[src/rtl/core/ucd_pkg.sv]
// ucd_pkg: types, constants and lead-byte helpers for the utf-8 codepoint decoder
// used by ucd_front, ucd_queue, ucd_back and utf8_codepoint_decoder_unit
// no dependencies
package ucd_pkg;

    localparam int CpW     = 21;
    localparam int UsedW   = 3;
    localparam int ByteW   = 8;
    localparam int PendN   = 3;
    localparam int CntW    = 2;
    localparam int QDepth  = 4;
    localparam int QPtrW   = $clog2(QDepth);
    localparam int QLvlW   = $clog2(QDepth + 1);

    localparam logic [ByteW-1:0] Lead4Min = 8'hF0;
    localparam logic [ByteW-1:0] Lead3Min = 8'hE0;
    localparam logic [ByteW-1:0] Lead2Min = 8'hC0;
    localparam logic [ByteW-1:0] Mask4    = 8'h07;
    localparam logic [ByteW-1:0] Mask3    = 8'h0F;
    localparam logic [ByteW-1:0] Mask2    = 8'h1F;
    localparam logic [1:0]       ContTag  = 2'b10;

    typedef struct packed {
        logic [ByteW-1:0] data_byte;
        logic             end_of_text;
    } ucd_in_t;

    typedef struct packed {
        logic [CpW-1:0]   codepoint;
        logic [UsedW-1:0] bytes_used;
        logic             run_end;
        logic             text_end;
    } ucd_out_t;

    // one accepted byte's worth of results: raw flushed bytes, then an optional final one
    typedef struct packed {
        logic [CntW-1:0]               nflush;
        logic [PendN-1:0][ByteW-1:0]   flush_bytes;
        logic                          has_final;
        logic [CpW-1:0]                final_cp;
        logic [UsedW-1:0]              final_used;
        logic                          last;
    } ucd_job_t;

    typedef struct packed {
        logic push;
        logic pop;
    } ucd_qctl_t;

    function automatic logic [CntW-1:0] lead_need(input logic [ByteW-1:0] b);
        logic [CntW-1:0] n;
        begin
            if (b >= Lead4Min)
                n = 2'd3;
            else if (b >= Lead3Min)
                n = 2'd2;
            else if (b >= Lead2Min)
                n = 2'd1;
            else
                n = 2'd0;
            return n;
        end
    endfunction

    function automatic logic [CpW-1:0] lead_bits(input logic [ByteW-1:0] b);
        logic [ByteW-1:0] m;
        begin
            if (b >= Lead4Min)
                m = b & Mask4;
            else if (b >= Lead3Min)
                m = b & Mask3;
            else if (b >= Lead2Min)
                m = b & Mask2;
            else
                m = b;
            return {{(CpW-ByteW){1'b0}}, m};
        end
    endfunction

endpackage

[src/rtl/core/ucd_front.sv]
// ucd_front: takes bytes, tracks the open sequence and builds at most one result job per byte
// depends on ucd_pkg
module ucd_front
    import ucd_pkg::*;
(
    input  logic     clk,
    input  logic     rst_n,
    input  logic     accept,
    input  ucd_in_t  item,
    output logic     job_valid,
    output ucd_job_t job
);

    logic [PendN-1:0][ByteW-1:0] pend_reg, pend_next;
    logic [CntW-1:0]             count_reg, count_next;
    logic [CntW-1:0]             need_reg, need_next;
    logic [CpW-1:0]              partial_reg, partial_next;

    logic [ByteW-1:0] b;
    logic             last;
    logic             is_cont;
    logic             fresh;
    logic [CntW-1:0]  b_need;
    logic [CpW-1:0]   v_ext;

    assign b       = item.data_byte;
    assign last    = item.end_of_text;
    assign is_cont = (b[7:6] == ContTag);
    assign fresh   = (count_reg == '0) || (need_reg == '0);
    assign b_need  = lead_need(b);
    assign v_ext   = {partial_reg[CpW-7:0], b[5:0]};

    always_comb
    begin
        pend_next      = pend_reg;
        count_next     = count_reg;
        need_next      = need_reg;
        partial_next   = partial_reg;
        job            = '0;
        job.flush_bytes = pend_reg;
        job.last       = last;

        if (!fresh && is_cont)
        begin
            if (need_reg == 2'd1)
            begin
                job.has_final  = 1'b1;
                job.final_cp   = v_ext;
                job.final_used = {1'b0, count_reg} + 3'd1;
                count_next     = '0;
                need_next      = '0;
                partial_next   = '0;
            end
            else if (last || count_reg == 2'd3)
            begin
                // early end: flush buffered bytes, the continuation byte goes out raw
                job.nflush     = count_reg;
                job.has_final  = 1'b1;
                job.final_cp   = {{(CpW-ByteW){1'b0}}, b};
                job.final_used = 3'd1;
                count_next     = '0;
                need_next      = '0;
                partial_next   = '0;
            end
            else
            begin
                pend_next[count_reg] = b;
                count_next           = count_reg + 2'd1;
                need_next            = need_reg - 2'd1;
                partial_next         = v_ext;
            end
        end
        else
        begin
            // fresh decode, after flushing a broken sequence if one is open
            job.nflush = fresh ? 2'd0 : count_reg;
            if (b_need == '0 || last)
            begin
                job.has_final  = 1'b1;
                job.final_cp   = {{(CpW-ByteW){1'b0}}, b};
                job.final_used = 3'd1;
                count_next     = '0;
                need_next      = '0;
                partial_next   = '0;
            end
            else
            begin
                pend_next[0] = b;
                count_next   = 2'd1;
                need_next    = b_need;
                partial_next = lead_bits(b);
            end
        end
    end

    assign job_valid = accept && ((job.nflush != '0) || job.has_final);

    always_ff @(posedge clk or negedge rst_n)
    begin
        if (!rst_n)
        begin
            count_reg   <= '0;
            need_reg    <= '0;
            partial_reg <= '0;
        end
        else if (accept)
        begin
            count_reg   <= count_next;
            need_reg    <= need_next;
            partial_reg <= partial_next;
        end
    end

    always_ff @(posedge clk)
    begin
        if (accept)
            pend_reg <= pend_next;
    end

endmodule

[src/rtl/core/ucd_queue.sv]
// ucd_queue: small job queue between the front and back parts
// depends on ucd_pkg
module ucd_queue
    import ucd_pkg::*;
(
    input  logic      clk,
    input  logic      rst_n,
    input  ucd_job_t  wr_job,
    output ucd_job_t  rd_job,
    input  ucd_qctl_t ctl_in,
    output logic      full,
    output logic      empty
);

    ucd_job_t          mem [QDepth];
    logic [QPtrW-1:0]  wr_ptr_reg, rd_ptr_reg;
    logic [QLvlW-1:0]  level_reg, level_next;

    assign full   = (level_reg == QLvlW'(QDepth));
    assign empty  = (level_reg == '0);
    assign rd_job = mem[rd_ptr_reg];

    always_comb
    begin
        level_next = level_reg;
        if (ctl_in.push && !ctl_in.pop)
            level_next = level_reg + QLvlW'(1);
        else if (!ctl_in.push && ctl_in.pop)
            level_next = level_reg - QLvlW'(1);
    end

    always_ff @(posedge clk or negedge rst_n)
    begin
        if (!rst_n)
        begin
            wr_ptr_reg <= '0;
            rd_ptr_reg <= '0;
            level_reg  <= '0;
        end
        else
        begin
            if (ctl_in.push)
                wr_ptr_reg <= wr_ptr_reg + QPtrW'(1);
            if (ctl_in.pop)
                rd_ptr_reg <= rd_ptr_reg + QPtrW'(1);
            level_reg <= level_next;
        end
    end

    always_ff @(posedge clk)
    begin
        if (ctl_in.push)
            mem[wr_ptr_reg] <= wr_job;
    end

endmodule

[src/rtl/core/ucd_back.sv]
// ucd_back: expands queued jobs into codepoint items, one a cycle while cp_ready allows, into the output register
// depends on ucd_pkg
module ucd_back
    import ucd_pkg::*;
(
    input  logic     clk,
    input  logic     rst_n,
    input  ucd_job_t job,
    input  logic     empty,
    output logic     pop,
    output logic     cp_valid,
    input  logic     cp_ready,
    output ucd_out_t cp_item
);

    logic [CntW-1:0]  idx_reg, idx_next;
    logic             valid_reg;
    ucd_out_t         item_reg, item_next;
    logic [UsedW-1:0] total;
    logic             take;
    logic             last_res;
    logic [ByteW-1:0] flush_byte;

    assign total    = {1'b0, job.nflush} + {2'b0, job.has_final};
    assign take     = !empty && (!valid_reg || cp_ready);
    assign last_res = (({1'b0, idx_reg} + 3'd1) == total);
    assign pop      = take && last_res;

    always_comb
    begin
        case (idx_reg)
            2'd0:    flush_byte = job.flush_bytes[0];
            2'd1:    flush_byte = job.flush_bytes[1];
            2'd2:    flush_byte = job.flush_bytes[2];
            default: flush_byte = '0;
        endcase
    end

    always_comb
    begin
        if (idx_reg < job.nflush)
        begin
            item_next.codepoint  = {{(CpW-ByteW){1'b0}}, flush_byte};
            item_next.bytes_used = 3'd1;
        end
        else
        begin
            item_next.codepoint  = job.final_cp;
            item_next.bytes_used = job.final_used;
        end
        item_next.run_end  = last_res;
        item_next.text_end = last_res && job.last;
    end

    always_comb
    begin
        idx_next = idx_reg;
        if (take)
            idx_next = last_res ? '0 : idx_reg + 2'd1;
    end

    always_ff @(posedge clk or negedge rst_n)
    begin
        if (!rst_n)
        begin
            idx_reg   <= '0;
            valid_reg <= 1'b0;
        end
        else
        begin
            idx_reg <= idx_next;
            if (take)
                valid_reg <= 1'b1;
            else if (cp_ready)
                valid_reg <= 1'b0;
        end
    end

    always_ff @(posedge clk)
    begin
        if (take)
            item_reg <= item_next;
    end

    assign cp_valid = valid_reg;
    assign cp_item  = item_reg;

endmodule

[src/rtl/core/utf8_codepoint_decoder_unit.sv]
// utf8_codepoint_decoder_unit: top level of the utf-8 codepoint decoder
// depends on ucd_pkg, ucd_front, ucd_queue and ucd_back
//
// usage
//   byte channel (byte_valid/byte_ready/byte_item): one text byte per item,
//   with end_of_text set on the last byte of a text
//   codepoint channel (cp_valid/cp_ready/cp_item): decoded codepoints, or raw
//   byte values when a sequence breaks; run_end marks the last item caused by
//   a byte, text_end the final item of a text
//   a byte item gives zero to four codepoint items
// timing
//   first codepoint of a byte goes through the job queue, then the output register
//   one byte taken per cycle while the four-job queue has room
//   one codepoint item leaves per cycle while cp_ready is high; a byte that breaks
//   a sequence gives a burst of up to four, which the queue absorbs
// reset
//   asynchronous, clears the open sequence, the queue and the output valid flag
// stall
//   a stalled receiver holds the output register; bytes keep coming in until
//   the queue fills, then byte_ready drops
module utf8_codepoint_decoder_unit
    import ucd_pkg::*;
(
    input  logic     clk,
    input  logic     rst_n,
    input  logic     byte_valid,
    output logic     byte_ready,
    input  ucd_in_t  byte_item,
    output logic     cp_valid,
    input  logic     cp_ready,
    output ucd_out_t cp_item
);

    logic      accept;
    logic      job_valid;
    ucd_job_t  front_job;
    ucd_job_t  head_job;
    logic      q_full;
    logic      q_empty;
    logic      pop;
    ucd_qctl_t qctl;

    assign byte_ready = !q_full;
    assign accept     = byte_valid && byte_ready;

    ucd_front u_front
    (
        .clk       (clk),
        .rst_n     (rst_n),
        .accept    (accept),
        .item      (byte_item),
        .job_valid (job_valid),
        .job       (front_job)
    );

    always_comb
    begin
        qctl.push  = job_valid;
        qctl.pop   = pop;
    end

    ucd_queue u_queue
    (
        .clk    (clk),
        .rst_n  (rst_n),
        .wr_job (front_job),
        .rd_job (head_job),
        .ctl_in (qctl),
        .full   (q_full),
        .empty  (q_empty)
    );

    ucd_back u_back
    (
        .clk      (clk),
        .rst_n    (rst_n),
        .job      (head_job),
        .empty    (q_empty),
        .pop      (pop),
        .cp_valid (cp_valid),
        .cp_ready (cp_ready),
        .cp_item  (cp_item)
    );

`ifndef SYNTHESIS
    // a byte ending a text always leaves a job behind
    a_eot_queued: assert property (@(posedge clk) disable iff (!rst_n)
        accept && byte_item.end_of_text |=> !q_empty)
        else $error("end of text byte left no job");

    a_no_overflow: assert property (@(posedge clk) disable iff (!rst_n)
        q_full |-> !qctl.push)
        else $error("job queue overflow");

    a_text_end_run_end: assert property (@(posedge clk) disable iff (!rst_n)
        cp_valid && cp_item.text_end |-> cp_item.run_end)
        else $error("text_end without run_end");

    a_pop_needs_job: assert property (@(posedge clk) disable iff (!rst_n)
        pop |-> !q_empty)
        else $error("pop from empty queue");
`endif

endmodule
[config.mk]
export PLATFORM = sky130hd
export DESIGN_NAME = utf8_codepoint_decoder_unit
export DESIGN_NICKNAME = d
export VERILOG_FILES = /design/src/rtl/core/ucd_pkg.sv /design/src/rtl/core/ucd_front.sv /design/src/rtl/core/ucd_queue.sv /design/src/rtl/core/ucd_back.sv /design/src/rtl/core/utf8_codepoint_decoder_unit.sv
export SDC_FILE = /design/constraint.sdc
export NUM_CORES = 1
export LEC_CHECK = 0
export ABC_AREA = 0
export BUFFER_PORTS_ARGS = -buffer_cell sky130_fd_sc_hd__buf_4
export CAP_MARGIN = 20
export CORE_MARGIN = 5
export CORE_UTILIZATION = 35
export CTS_CLUSTER_SIZE = 14
export DETAILED_ROUTE_END_ITERATION = 7
export HOLD_SLACK_MARGIN = 0.1
export MAX_ROUTING_LAYER = met4
export SLEW_MARGIN = 20
export SYNTH_ARGS = -nofsm -noshare
export SYNTH_HDL_FRONTEND = slang
export SYNTH_SLANG_ARGS = --single-unit
[constraint.sdc]
create_clock -name clk -period 3.3 [get_ports clk]
set_input_delay 0.165 -clock clk [delete_from_list [all_inputs] [get_ports clk]]
set_output_delay 0.165 -clock clk [all_outputs]
set_load 0.05 [all_outputs]
==> results.cfg <==
[power_and_ir_drop]
cell_internal_pwr_w = 0.00834
switching_power_w = 0.00398
combPwrFrac_pct = 31.9
seqPwrFrac_pct = 41.1
power.density_nw_per_um2 = 929
ir_drop_uv = 558
power_leakage_nw = 4.71
clockPowerShare_pct = 27.0
switching_share_pct = 32.3

[global_routing]
grt-ovfl-total = 0
grt.total_usage_pct = 13.3
grt_start_max_net_pins = 53
grt_pass1_wl_um = 36000
antenna_found_initial = 1
grt_pass1_vias = 6103

[clock_network]
ctsResizeCount = 0
clkSinkCount = 287
clockBufferDepth = 3
insertion_delay_ps = 550
cts_tree = done
htree_num_levels = 1
root_buffer = clkbuf_16
cts.clk_slew.worst_paths_ps = 70
cts_inserted_buffers = 28

[synth]
ys_seq_elements = 287
synth-seq-area-share_pct = 75.3
synth_top_cell_by_area = edfxtp_1
syn_area_per_cell_um2 = 18.6
synth_flop_cell = edfxtp_1
ys_async_sr_fraction_pct = 10.1
syn_inst = 606
synth_area_leaders = edfxtp_1 69%, mux4_2 7.0%, dfrtp_1 6.5%, mux2i_1 2.8%, ha_1 2.0%
synth_cell_types = 47
synth_top_area_share_pct = 68.9
synth_edf_count = 258
synth.net_count = 638
yosysWarnings = 0
syn_area_um2 = 11300

[timing]
worst_clock_skew_ps = 19.2
fmax_mhz = 318
slew_headroom_pct = 43.8
finalHoldViolCount = 0
worstMarginPinSlew_ps = 842
rsz0062_at_grt = no
slew_violations = 0
tns_ps = 0
timing.final.crit_share_pct = 95.3
fin_crit_ps = 3150
finalSetupViolCount = 0

[floorplan]
ios = 41
core-area_um2 = 31600
die-area_um2 = 35800
die_h_um = 189
num_rows = 65
fp.dieW_um = 189
initial_core_util_pct = 35.6

[job]
cap_violations = 0

[setup_path]
cpMaxStageDelayCell = dfrtp_4
critPathMaxStageDelay_ps = 510
rr_worst_depth = 11
worst_setup_path_start_kind = flip-flop
required_ps = 3720
cp_max_fo = 6
r2r_end = u_queue.level_reg[1]
crit_chain = mux2_2 > mux2_2 > ha_1 > ha_1 > xor2_1 > nor3_2 > nand2_1 > ha_1 > inv_1 > fa_1 > mux2_2
cpLargestDelayFamily = adder cells
r2r-start = u_queue.rd_ptr_reg[1]
cp-end-kind = flip-flop
crit_type = reg -> reg
regToRegSetupSlack_ps = 150
worst-path-buf-inv = 1
cp.arrival_ps = 3570

[drt]
drc = 0
routed_wl_um = 23000
vias = 5668
wl_per_cell_um = 20.8
drt_iter0_markers = 471
vias_per_cell = 5.12
drtAntennaViolNets = 0
first_pass_iters = 5

[layout]
multiInputGateArea_um2 = 2580
layout_common_cells = 258 x edfxtp_1, 58 x buf_4, 35 x mux4_2
largest-register = u_queue.mem
nets = 713
areaGrowthSynthToFinish_pct = 17.9
seqCellArea_um2 = 8480
fillers = 2727
utilization_pct = 41.9
drive_gt1_share_pct = 24.2
layout_commonest_cell = edfxtp_1
largest_reg_flops = 208

[placement]
hpwl_um = 14000
gp_congestion = 0.783
portBuffers = 40

[min_path]
hold_class = in -> async

[outcome]
outcome = finished clean
==> Yosys cell counts, drive strengths merged (2+ instances only) <==
cell type / count
nor2b: 16
ha: 18
nor2: 8
mux2i: 32
mux2: 5
o22ai: 26
nand2b: 5
xnor2: 5
xor2: 4
and2: 16
nor3: 4
inv: 22
or3b: 2
a22o: 10
edfxtp: 258
mux4: 35
dfrtp: 29
buf: 19
nand2: 20
clkbuf: 10
and3: 21
a221o: 2
o21ai: 11
a211oi: 9
a21oi: 4
==> stage by stage <==
stage	std cells	setup slack (ps)	power, W	hold slack, ps	instance area, um2
2_1_floorplan	606	26.5	0.00784	-131	11300
3_3_place_gp	1041	226	0.00903	116	12200
5_1_grt	1106	54.6	0.0129	200	13300
6_report	1106	155	0.0123	186	13300
4_1_cts	1105	150	0.0125	147	13300
3_5_place_dp	1041	155	0.00913	117	12200
==> how the worst max path moves through the flow <==
stage	endpoint	startpoint	cells after the start	slack, ps
final	u_queue.level_reg[1]	u_queue.rd_ptr_reg[1]	11	150
after global routing	u_queue.level_reg[1]	u_queue.rd_ptr_reg[1]	11	50
after CTS	u_queue.level_reg[1]	u_queue.rd_ptr_reg[1]	11	150
after detailed placement	u_queue.level_reg[1]	u_queue.rd_ptr_reg[1]	11	150
after global placement	u_queue.level_reg[1]	u_queue.rd_ptr_reg[1]	11	230
after floorplan	u_queue.level_reg[1]	u_queue.rd_ptr_reg[1]	13	30
==> what timing repair did <==
| action | in CTS | in global routing |
|---|---|---|
| hold endpoints to repair | 77 | 0 |
| buffers inserted | 0 | 0 |
| endpoints found under the setup margin | 0 | 0 |
| hold buffers | 12 | 0 |
==> cell type report <==
type / instances / share of cell area [%]
Tap cell: 402 / 3.79
Antenna cell: 1 / 0.0189
Multi-Input combinational cell: 268 / 19.5
Timing Repair Buffer: 74 / 4.79
Clock inverter: 16 / 1.67
Clock buffer: 36 / 5.73
Inverter: 22 / 0.622
Sequential cell: 287 / 63.9
==> power groups by stage <==
stage,Sequential (W),Clock [W],Combinational [W]
2_1_floorplan,0.00564,0,0.00220
3_3_place_gp,0.00511,0,0.00393
3_5_place_dp,0.00515,0,0.00399
4_1_cts,0.00507,0.00341,0.00402
5_1_grt,0.00512,0.00358,0.00424
6_report,0.00506,0.00333,0.00394
==> per-layer routing <==
metal / track usage, % / routed length (um) / up-vias
met4: 3.39 / 396 / 0
met3: 2.05 / 947 / 31
met2: 21.6 / 11500 / 117
met1: 17.7 / 10200 / 2985
li1: - / - / 2535
met5: - / 0 / -
==> cell families (layout without fill, tap and decap cells) <==
| group | after synthesis | count (layout) | share of synthesized area, % |
|---|---|---|---|
| fa+ha+maj | 19 | 19 | 2.18 |
| xor+xnor | 9 | 9 | 0.701 |
| other cells | 0 | 1 | 0 |
| compound gates | 68 | 68 | 4.35 |
| mux | 72 | 72 | 10.4 |
| flops | 287 | 287 | 75.3 |
| buf+inv | 51 | 148 | 1.92 |
| simple gates | 100 | 100 | 5.15 |
(Power assumes the default switching activity.)
